`src/hdl/dshot_frame_pulse_encoder_defines.svh`:
```
// Assertion macros shared by the encoder's RTL.
`ifndef DSHOT_FRAME_PULSE_ENCODER_DEFINES_SVH
`define DSHOT_FRAME_PULSE_ENCODER_DEFINES_SVH

// Same-cycle implication, checked on every rising edge outside reset.
`define DSFE_ASSERT_NOW(lbl, ante, cons, msg) \
	lbl: assert property (@(posedge clk) disable iff (!arst_n) (ante) |-> (cons)) \
		else $error(msg);

// Next-cycle implication, checked on every rising edge outside reset.
`define DSFE_ASSERT_NEXT(lbl, ante, cons, msg) \
	lbl: assert property (@(posedge clk) disable iff (!arst_n) (ante) |=> (cons)) \
		else $error(msg);

`endif

```
`src/hdl/dsfe_pkg.sv`:
```
// ----------------------------------------------------------------------------
// DSHOT frame encoder package
// Shared constants, types and the frame builder for the encoder.
// ----------------------------------------------------------------------------
package dsfe_pkg;

	localparam int LANES        = 6;
	localparam int FRAME_BITS   = 16;
	localparam int CMD_W        = 11;
	localparam int IN_W         = 16;
	localparam int TICK_W       = 16;
	localparam int ACT_W        = 3;
	localparam int CFG_DATA_W   = 16;
	localparam int CFG_INDEX_W  = 2;
	localparam int CMD_SHIFT    = 5;
	localparam logic [3:0] CRC_MASK = 4'h0f;
	localparam int BIT_CNT_W    = $clog2(FRAME_BITS);
	localparam int QUEUE_DEPTH_DEF = 2;

	localparam logic [ACT_W-1:0]  ACTIVE_RST = ACT_W'(6);
	localparam logic [CMD_W-1:0]  MAX_CMD_RST = CMD_W'(2047);
	localparam logic [TICK_W-1:0] SHORT_RST  = TICK_W'(375);
	localparam logic [TICK_W-1:0] LONG_RST   = TICK_W'(750);

	typedef enum logic [CFG_INDEX_W-1:0] {
		REG_ACTIVE_CHANNELS = 2'd0,
		REG_MAX_COMMAND     = 2'd1,
		REG_SHORT_TICKS     = 2'd2,
		REG_LONG_TICKS      = 2'd3
	} cfg_reg_t;

	typedef struct packed {
		logic [ACT_W-1:0]  active_channels;
		logic [CMD_W-1:0]  max_command;
		logic [TICK_W-1:0] short_pulse_ticks;
		logic [TICK_W-1:0] long_pulse_ticks;
	} cfg_t;

	typedef struct packed {
		logic                                 err;
		logic [LANES-1:0]                     act;
		logic [LANES-1:0][FRAME_BITS-1:0]     frame;
	} job_t;

	function automatic logic [FRAME_BITS-1:0] make_frame(input logic [CMD_W-1:0] cmd);
		logic [FRAME_BITS-1:0] data;
		logic [3:0]            crc;
		data = {cmd, {CMD_SHIFT{1'b0}}};
		crc  = (data[7:4] ^ data[11:8] ^ data[15:12]) & CRC_MASK;
		return {data[FRAME_BITS-1:4], crc};
	endfunction

endpackage

```
`src/hdl/dsfe_front.sv`:
```
// ----------------------------------------------------------------------------
// DSHOT encoder front end
// Checks the active commands against the limit and builds each lane's frame.
// ----------------------------------------------------------------------------
module dsfe_front (
	input  logic [dsfe_pkg::LANES-1:0][dsfe_pkg::IN_W-1:0] commands,
	input  dsfe_pkg::cfg_t                                  cfg,
	output dsfe_pkg::job_t                                  job
);
	import dsfe_pkg::*;

	logic [ACT_W-1:0] n_active;
	logic [LANES-1:0] act;
	logic [LANES-1:0] over;

	assign n_active = (32'(cfg.active_channels) > LANES) ? ACT_W'(LANES) : cfg.active_channels;

	always_comb begin
		for (int i = 0; i < LANES; i++) begin
			act[i]       = (i < 32'(n_active));
			over[i]      = act[i] && (commands[i] > {{(IN_W-CMD_W){1'b0}}, cfg.max_command});
			job.frame[i] = make_frame(commands[i][CMD_W-1:0]);
		end
		job.act = act;
		job.err = |over;
	end

endmodule

```
`src/hdl/dsfe_queue.sv`:
```
// ----------------------------------------------------------------------------
// DSHOT encoder job queue
// Small first-in first-out store of classified jobs between front and back.
// ----------------------------------------------------------------------------
module dsfe_queue #(
	parameter int DEPTH = dsfe_pkg::QUEUE_DEPTH_DEF
) (
	input  logic           clk,
	input  logic           arst_n,
	input  logic           wr_en,
	input  dsfe_pkg::job_t wr_job,
	output logic           full,
	input  logic           rd_en,
	output logic           valid,
	output dsfe_pkg::job_t rd_job
);
	import dsfe_pkg::*;

	localparam int PTR_W = $clog2(DEPTH);
	localparam int CNT_W = $clog2(DEPTH + 1);

	job_t             store_q [DEPTH];
	logic [PTR_W-1:0] wr_ptr_q;
	logic [PTR_W-1:0] rd_ptr_q;
	logic [CNT_W-1:0] count_q;
	logic             do_wr;
	logic             do_rd;

	assign full   = (count_q == CNT_W'(DEPTH));
	assign valid  = (count_q != '0);
	assign rd_job = store_q[rd_ptr_q];
	assign do_wr  = wr_en && !full;
	assign do_rd  = rd_en && valid;

	always_ff @(posedge clk) begin
		if (do_wr) begin
			store_q[wr_ptr_q] <= wr_job;
		end
	end

	always_ff @(posedge clk or negedge arst_n) begin
		if (!arst_n) begin
			wr_ptr_q <= '0;
			rd_ptr_q <= '0;
			count_q  <= '0;
		end else begin
			if (do_wr) begin
				wr_ptr_q <= (wr_ptr_q == PTR_W'(DEPTH - 1)) ? '0 : wr_ptr_q + 1'b1;
			end
			if (do_rd) begin
				rd_ptr_q <= (rd_ptr_q == PTR_W'(DEPTH - 1)) ? '0 : rd_ptr_q + 1'b1;
			end
			if (do_wr && !do_rd) begin
				count_q <= count_q + 1'b1;
			end else if (do_rd && !do_wr) begin
				count_q <= count_q - 1'b1;
			end
		end
	end

endmodule

```
`src/hdl/dsfe_back.sv`:
```
// ----------------------------------------------------------------------------
// DSHOT encoder back end
// Shifts out one frame bit per beat and turns it into pulse lengths.
// ----------------------------------------------------------------------------
module dsfe_back (
	input  logic                                              clk,
	input  logic                                              arst_n,
	input  logic                                              job_valid,
	input  dsfe_pkg::job_t                                    job,
	output logic                                              job_take,
	input  dsfe_pkg::cfg_t                                    cfg,
	input  logic                                              pop,
	output logic                                              empty,
	output logic [dsfe_pkg::LANES-1:0][dsfe_pkg::TICK_W-1:0]  pulses,
	output logic                                              range_error,
	output logic                                              last_bit
);
	import dsfe_pkg::*;

	logic                             busy_q;
	logic                             err_q;
	logic [LANES-1:0]                 act_q;
	logic [LANES-1:0][FRAME_BITS-1:0] shift_q;
	logic [BIT_CNT_W-1:0]             cnt_q;
	logic                             beat;
	logic                             is_last;

	assign is_last  = err_q || (cnt_q == BIT_CNT_W'(FRAME_BITS - 1));
	assign beat     = busy_q && pop;
	assign job_take = job_valid && (!busy_q || (beat && is_last));
	assign empty    = !busy_q;

	always_comb begin
		for (int i = 0; i < LANES; i++) begin
			if (!act_q[i] || err_q) begin
				pulses[i] = '0;
			end else if (shift_q[i][FRAME_BITS-1]) begin
				pulses[i] = cfg.long_pulse_ticks;
			end else begin
				pulses[i] = cfg.short_pulse_ticks;
			end
		end
	end

	assign range_error = err_q;
	assign last_bit    = is_last;

	always_ff @(posedge clk) begin
		if (job_take) begin
			err_q   <= job.err;
			act_q   <= job.act;
			shift_q <= job.frame;
		end else if (beat) begin
			for (int i = 0; i < LANES; i++) begin
				shift_q[i] <= {shift_q[i][FRAME_BITS-2:0], 1'b0};
			end
		end
	end

	always_ff @(posedge clk or negedge arst_n) begin
		if (!arst_n) begin
			busy_q <= 1'b0;
			cnt_q  <= '0;
		end else if (job_take) begin
			busy_q <= 1'b1;
			cnt_q  <= '0;
		end else if (beat) begin
			if (is_last) begin
				busy_q <= 1'b0;
			end
			cnt_q <= cnt_q + 1'b1;
		end
	end

endmodule

```
`src/hdl/dshot_frame_pulse_encoder.sv`:
```
// An accepted command set goes through the job queue into the serialiser registers.
// Throughput: sixteen beats per set, one per cycle while pop is high, or one error beat.
// The rate is set by the bit serialiser in the back end, one frame bit per beat.
// A small job queue lets new command sets enter while beats are still being taken.
// Reset: configuration returns to its defaults and the queue and serialiser empty.
// ----------------------------------------------------------------------------
// DSHOT frame pulse encoder
// Encodes per-lane throttle commands into DSHOT frames and per-bit pulse lengths.
// ----------------------------------------------------------------------------
`include "dshot_frame_pulse_encoder_defines.svh"

module dshot_frame_pulse_encoder #(
	parameter int QUEUE_DEPTH = dsfe_pkg::QUEUE_DEPTH_DEF
) (
	input  logic                                clk,
	input  logic                                arst_n,
	input  logic                                cfg_write,
	input  logic [dsfe_pkg::CFG_INDEX_W-1:0]    cfg_index,
	input  logic [dsfe_pkg::CFG_DATA_W-1:0]     cfg_data,
	input  logic                                push,
	output logic                                full,
	input  logic [dsfe_pkg::IN_W-1:0]           command_lane0,
	input  logic [dsfe_pkg::IN_W-1:0]           command_lane1,
	input  logic [dsfe_pkg::IN_W-1:0]           command_lane2,
	input  logic [dsfe_pkg::IN_W-1:0]           command_lane3,
	input  logic [dsfe_pkg::IN_W-1:0]           command_lane4,
	input  logic [dsfe_pkg::IN_W-1:0]           command_lane5,
	output logic                                empty,
	input  logic                                pop,
	output logic [dsfe_pkg::TICK_W-1:0]         pulse_lane0,
	output logic [dsfe_pkg::TICK_W-1:0]         pulse_lane1,
	output logic [dsfe_pkg::TICK_W-1:0]         pulse_lane2,
	output logic [dsfe_pkg::TICK_W-1:0]         pulse_lane3,
	output logic [dsfe_pkg::TICK_W-1:0]         pulse_lane4,
	output logic [dsfe_pkg::TICK_W-1:0]         pulse_lane5,
	output logic                                range_error,
	output logic                                last_bit
);
	import dsfe_pkg::*;

	cfg_t                          cfg_q;
	logic [LANES-1:0][IN_W-1:0]    commands;
	logic [LANES-1:0][TICK_W-1:0]  pulses;
	job_t                          front_job;
	job_t                          queue_job;
	logic                          queue_valid;
	logic                          job_take;

	always_ff @(posedge clk or negedge arst_n) begin
		if (!arst_n) begin
			cfg_q.active_channels   <= ACTIVE_RST;
			cfg_q.max_command       <= MAX_CMD_RST;
			cfg_q.short_pulse_ticks <= SHORT_RST;
			cfg_q.long_pulse_ticks  <= LONG_RST;
		end else if (cfg_write) begin
			unique case (cfg_reg_t'(cfg_index))
				REG_ACTIVE_CHANNELS: cfg_q.active_channels   <= cfg_data[ACT_W-1:0];
				REG_MAX_COMMAND:     cfg_q.max_command       <= cfg_data[CMD_W-1:0];
				REG_SHORT_TICKS:     cfg_q.short_pulse_ticks <= cfg_data[TICK_W-1:0];
				REG_LONG_TICKS:      cfg_q.long_pulse_ticks  <= cfg_data[TICK_W-1:0];
				default: begin
				end
			endcase
		end
	end

	assign commands[0] = command_lane0;
	assign commands[1] = command_lane1;
	assign commands[2] = command_lane2;
	assign commands[3] = command_lane3;
	assign commands[4] = command_lane4;
	assign commands[5] = command_lane5;

	dsfe_front u_front (
		.commands (commands),
		.cfg      (cfg_q),
		.job      (front_job)
	);

	dsfe_queue #(
		.DEPTH (QUEUE_DEPTH)
	) u_queue (
		.clk    (clk),
		.arst_n (arst_n),
		.wr_en  (push),
		.wr_job (front_job),
		.full   (full),
		.rd_en  (job_take),
		.valid  (queue_valid),
		.rd_job (queue_job)
	);

	dsfe_back u_back (
		.clk         (clk),
		.arst_n      (arst_n),
		.job_valid   (queue_valid),
		.job         (queue_job),
		.job_take    (job_take),
		.cfg         (cfg_q),
		.pop         (pop),
		.empty       (empty),
		.pulses      (pulses),
		.range_error (range_error),
		.last_bit    (last_bit)
	);

	assign pulse_lane0 = pulses[0];
	assign pulse_lane1 = pulses[1];
	assign pulse_lane2 = pulses[2];
	assign pulse_lane3 = pulses[3];
	assign pulse_lane4 = pulses[4];
	assign pulse_lane5 = pulses[5];

	`DSFE_ASSERT_NOW(a_err_single, !empty && range_error, last_bit && (pulse_lane0 == '0) && (pulse_lane5 == '0), "Error beat must be final with zero pulses.")
	`DSFE_ASSERT_NEXT(a_frame_continues, !empty && pop && !last_bit, !empty, "Frame ended before its final bit.")
	`DSFE_ASSERT_NEXT(a_queue_drains, queue_valid && empty, !empty, "Serialiser idle while a job waits.")

endmodule

```
`config.mk`:
```
export PLATFORM = sky130hd
export DESIGN_NAME = dshot_frame_pulse_encoder
export DESIGN_NICKNAME = d
export VERILOG_FILES = /design/src/hdl/dsfe_pkg.sv /design/src/hdl/dsfe_front.sv /design/src/hdl/dsfe_queue.sv /design/src/hdl/dsfe_back.sv /design/src/hdl/dshot_frame_pulse_encoder.sv
export VERILOG_INCLUDE_DIRS = /design/src /design/src/hdl
export SDC_FILE = /design/constraint.sdc
export NUM_CORES = 1
export LEC_CHECK = 0
export ABC_CLOCK_PERIOD_IN_PS = 6800
export BUFFER_PORTS_ARGS = -buffer_cell sky130_fd_sc_hd__buf_2
export CAP_MARGIN = 20
export CORE_UTILIZATION = 40
export DETAILED_ROUTE_END_ITERATION = 10
export HOLD_SLACK_MARGIN = 0.12
export PLACE_DENSITY_LB_ADDON = 0.05
export SETUP_SLACK_MARGIN = 0.1
export SLEW_MARGIN = 20
export SYNTH_ARGS = -nofsm -noshare
export SYNTH_HDL_FRONTEND = slang
export SYNTH_SLANG_ARGS = --single-unit
```
`constraint.sdc`:
```
create_clock -name clk -period 6.8 [get_ports clk]
set_clock_uncertainty 0.15 [all_clocks]
set_input_delay 0.68 -clock clk [delete_from_list [all_inputs] [get_ports clk]]
set_output_delay 0.68 -clock clk [all_outputs]
set_load 0.02 [all_outputs]
```
# Yosys cells after proc, flatten, opt, wreduce, memory -nomap -nowiden
# Memories as Yosys holds them, arrays and structs flattened.
# Cells that the tools add are included.
# classes
order_cmp	13
bitwise_logic	12
n_reduce_logical	42
add_sub_neg	5
muxes	26
eq_ne	5
# op_table
operator	n
16-bit 2-to-1 mux	12
96-bit 2-to-1 mux	2
16-bit by 11-bit > comparator with 1-bit output	6
4-bit XOR	12
1-bit logical AND	13
1-bit logical NOT	10
2-bit AND reduction	5
1-bit logical OR	8
4-bit 2-to-1 mux	2
2-bit nonzero test	4
1-bit 2-to-1 mux	7
2-bit equality test, second input constant	3
1-bit by 3-bit less-than comparator with 1-bit output, first input constant	2
2-bit by 3-bit less-than comparator with 1-bit output, first input constant	2
3-bit less-than comparator, first input constant	2
6-bit OR reduction	1
4-bit by 1-bit adder with 4-bit output, second input constant	1
4-bit equality test, second input constant	1
2-bit 2-to-1 mux	2
3-bit > comparator, second input constant	1
3-bit 2-to-1 mux	1
1-bit adder, second input constant	2
2-bit by 1-bit adder with 2-bit output, second input constant	1
2-bit by 1-bit equality test with 1-bit output, second input constant	1
2 further kinds	2
# totals
inputBits	119
ff_bits	158
output_inout_bits	100
ram_bits	194
memories	1
# memory_table
memory	depth	word_bits	read_ports	rd_clocked_by_memory_dff	wr	line_no	rtl
u_queue.store_q	2	97	1	0	1	dsfe_queue.sv:22	job_t store_q [DEPTH];

# Longest topological paths before layout
# depth
depth_word	9
depth_mapped	9
mapped_depth_nobuf	9

# Modules after synthesis
# Synthesis repeated with hierarchy kept, for this count alone.
# hier_totals
hier_cells	1217
area_unflattened_um2	18196.2
# modules_own_cells
module	cells_per_inst	n_inst	seq_area_each_um2	area_per_inst_um2
dsfe_queue	340	1	6286.0	7882.6
dsfe_back	461	1	3218.1	5983.2
dsfe_front	317	1	0.0	2561.2
dshot_frame_pulse_encoder	99	1	1184.9	1769.2

# Least setup slack after synthesis
# Ideal clock, no wire load.
# synth_path
path_type	input-to-reg
start	in pop
end	reg u_back.cnt_q[3]
required_time_ns	6.578
arrival_ns	6.381
stages	5
slack_ns	0.196
path_cell_list	nor2_1 -> a21oi_1 -> nand4_1 -> xor2_1 -> nor2_1
# synth_between
elab_chain_len	5
word_cells_on_any_way	6
classes_between	mux: 1; reduce/logical: 5
# synth_lines
item	line_no	rtl
start, declared	dshot_frame_pulse_encoder.sv:29	input logic pop,
1-bit logical AND *	dsfe_back.sv:29	assign beat = busy_q && pop;
1-bit logical AND	dsfe_back.sv:30	assign job_take = job_valid && (!busy_q || (beat && is_last));
1-bit logical OR	dsfe_back.sv:30	
1-bit logical AND	dsfe_back.sv:30	
4-bit 2-to-1 mux or 2-bit nonzero test (tied branches)	-	
end signal, assigned	dsfe_back.sv:71	cnt_q <= cnt_q + 1'b1;
end, declared	dsfe_back.sv:24	logic [BIT_CNT_W-1:0] cnt_q;
# Mark *: on every way between the ends. The rest lies on a longest branch, timed or not.
# A chain may end at the register's enable or synchronous reset.

==> reports/metrics.csv <==
stage,metric,value,unit
run_status,outcome,"finished, final reports clean",
worst_setup_path,critPathArrivalTime,3.31,ns
timing,finalCriticalPeriod,3.202,ns
timing,slew_headroom,26.61,%
logic_synthesis,yosysTopAreaCellShare,54.09,%
global_route,antenna_found_initial,3,
pwr,powerDensity,416.1,nW/um2
floorplanning,die_w,205.0,um
logic_synthesis,syn-cell-area,16490,um2
floorplanning,die-area,42040,um2
route,drt-pass1-iter-count,5,
timing,layout_setup_ws,3.598,ns
worst_setup_path,crit_start,cfg_q[41],
cts,post_cts_resized,0,
logic_synthesis,yosys.area.top_type,edfxtp_1,
route,initialDrtViolationCount,559,
cts,clock_latency,0.55,ns
pwr,ir_drop,214.4,uV
worst_setup_path,slowest_delay,0.76,ns
route,via_count,10370,
logic_synthesis,synth-compound-area-share,4.985,%
cts,cts_made_buffers,40,
cts,tritoncts,done,
timing,slew_viol_final,0,
worst_setup_path,path_max_fanout,6,
logic_synthesis,seq_area_frac_synth,62.64,%
timing,post-route-period-util,47.09,%
route,routed_via_density,5.180,
worst_setup_path,critPathLaunchType,flop,
cts,ctsHoldBuffers,0,
cells_and_area,layout_commonest_cell,edfxtp_1,
cts,cts_buffer_depth,3,
route,wirelength,42030,um
logic_synthesis,netlist_instances,1220,
logic_synthesis,synth-seq-cells,352,
placed_design,place_area,18110,um2
logic_synthesis,synthMuxAreaShare,14.97,%
cts,cts_sinks,352,
cts,clkTransAtPathRegs,0.06,ns
logic_synthesis,synth-simple-area-share,7.550,%
placed_design,gp_congestion,0.7510,
cells_and_area,fin_nets,1621,
worst_setup_path,crit_chain,"inv_1, ha_1, a21o_1, a21oi_1, nand3_1, o32ai_1, a41oi_1, nand4b_1",
timing,hold_viol_final,0,
cts,cts_max_level,2,
route,drtAntennaViolNets,0,
route,drc,0,
timing,setup_viol,0,
pwr,power_leakage,7.999,nW
worst_setup_path,critPathCaptureType,flop,
logic_synthesis,synth_top_family_by_area,multiplexers,
floorplanning,initial_utilization,40.48,%
worst_hold_path,holdCritPathClass,primary input to async pin,
global_route,grt_start_max_net_pins,101,
global_route,grtUsageTotal,20.37,%
global_route,first_global_vias,10340,
worst_setup_path,crit_type,flop to flop,
placed_design,port_buffers,218,
cells_and_area,area_growth_syn_to_layout,17.98,%
worst_setup_path,cpLargestDelayFamily,compound AO/OA/AOI/OAI gates,
global_route,overflow,0,
logic_synthesis,syn-mean-instance-area,13.52,um2
cells_and_area,layout-drive-gt1-share,25.99,%
logic_synthesis,synthTopCellsByArea,"edfxtp_1 (54%), mux2i_1 (11%), ha_1 (5.2%)",
cells_and_area,final_area,19450,um2
placed_design,dp_hpwl,27090,um
logic_synthesis,yosysUniqueCellTypes,49,
timing,tightest_slew,1.101,ns
global_route,grt_pass1_wl,63540,um
floorplanning,row_count,74,
worst_setup_path,reg2reg_from,cfg_q[41],
worst_setup_path,worstPathRequired,6.91,ns
route,wl_per_cell,21.00,um
pwr,power,8.094,mW
timing,finalSetupTns,0,ns
worst_setup_path,cp_num_buf_inv,1,
cts,cts_setup_buffers,0,
cells_and_area,final_cell_mix,"edfxtp_1 (297), buf_2 (218), nor2_1 (198), mux2i_1 (187), a21oi_1 (109)",
floorplanning,core,40740,um2
floorplanning,die_h,205.0,um
run,maxCapViolCount,0,
logic_synthesis,synth_xor_area_share,2.603,%
placed_design,preCtsSetupSlack,3.554,ns
logic_synthesis,yosys.area_share.adder,5.160,%
floorplanning,top_level_ports,219,
logic_synthesis,yosys_warnings,0,
timing,fmax,0.3123,GHz
timing,grt_setup_unrepaired,no,
worst_setup_path,cp_slowest_cell,o32ai_1,
logic_synthesis,syn-num-nets,1407,
cts,cts-root-buf,clkbuf_16,
==> state kept, by name, summed over array words and instances (netlist names) <==
register and flops:
u_queue.store_q 194, u_back.shift_q 96, cfg_q 46, u_back.act_q 6, u_back.cnt_q 4, u_queue.count_q 2, u_back.busy_q 1, u_back.range_error 1
u_queue.rd_ptr_q 1, u_queue.wr_ptr_q 1
==> metal layers <==
metal | GRT usage, % | up-vias | share of wire, %
met1 | 28.31 | 5174 | 46
met4 | 6.772 | 2 | 2.2
met2 | 32.38 | 193 | 48
met3 | 3.277 | 60 | 3.8
met5 | 0 | - | 0.026
li1 | - | 4937 | -
==> path summary, 6_finish.rpt <==
path	endpoint	slack (ns)	cells after the start
hold reg to reg	u_queue.count_q[1]	0.34	1
hold / removal	u_back.busy_q	0.12	2
setup / recovery	u_queue.store_q[1][96]	3.60	8
setup reg to reg	u_queue.store_q[1][96]	3.60	8
min in group clk	u_queue.store_q[0][28]	0.22	1
max in group asynchronous	u_queue.rd_ptr_q	5.81	2
==> per-stage QoR <==
| step | util (%) | instances | hold WS [ns] |
|---|---|---|---|
| after detailed placement | 44.46 | 1924 | 0.3349 |
| after global placement | 44.42 | 1923 | 0.3351 |
| after CTS | 47.73 | 1998 | 0.1358 |
| after global routing | 47.74 | 1999 | 0.1665 |
| after floorplan | - | 1220 | 0.2344 |
| final | 47.75 | 2001 | 0.1217 |
==> layout make-up <==
| type | instances | area (um2) |
|---|---|---|
| Fill cell | 3714 | 21290 |
| Sequential cell | 352 | 10330 |
| Multi-Input combinational cell | 787 | 5839 |
| Timing Repair Buffer | 230 | 1189 |
| Clock buffer | 50 | 1090 |
| Tap cell | 532 | 665.6 |
| Clock inverter | 24 | 244.0 |
| Inverter | 23 | 86.33 |
| Antenna cell | 3 | 7.507 |
==> synthesized netlist by cell type (all sizes together) <==
cell,count
o31ai,1
o22a,1
and3,1
a41oi,1
a211oi,3
nand2b,8
inv,23
mux2i,187
nand3b,3
a21boi,3
ha,68
o311ai,1
dfrtp,28
o21ai,4
xor2,11
a31o,1
or2,2
nand2,16
nor3,8
o31a,1
a221o,1
nor2,200
a31oi,1
and2,1
o32ai,1
o41ai,1
or3,1
dfstp,27
nand4b,1
buf,25
nor3b,1
clkbuf,33
nor2b,13
a21o,8
o211ai,6
or4,4
mux2,53
nand3,12
nand4,13
nor4,1
edfxtp,297
a21oi,111
xnor2,38
==> where the power goes <==
| part | internal (mW) | total (mW) | switching, mW |
|---|---|---|---|
| sequential | 3.23 | 3.64 | 0.410 |
| clock | 1.33 | 2.19 | 0.862 |
| combinational | 0.895 | 2.26 | 1.37 |
| total | 5.45 | 8.09 | 2.64 |
==> logic make-up after synthesis <==
family / count (synthesis)
flip-flops: 352
AND/OR/NAND/NOR: 285
multiplexers: 240
AO/OA/AOI/OAI: 145
buffers and inverters: 81
adder cells (fa/ha/maj): 68
XOR/XNOR: 49
Note: power is estimated with default switching activity, not from simulation.
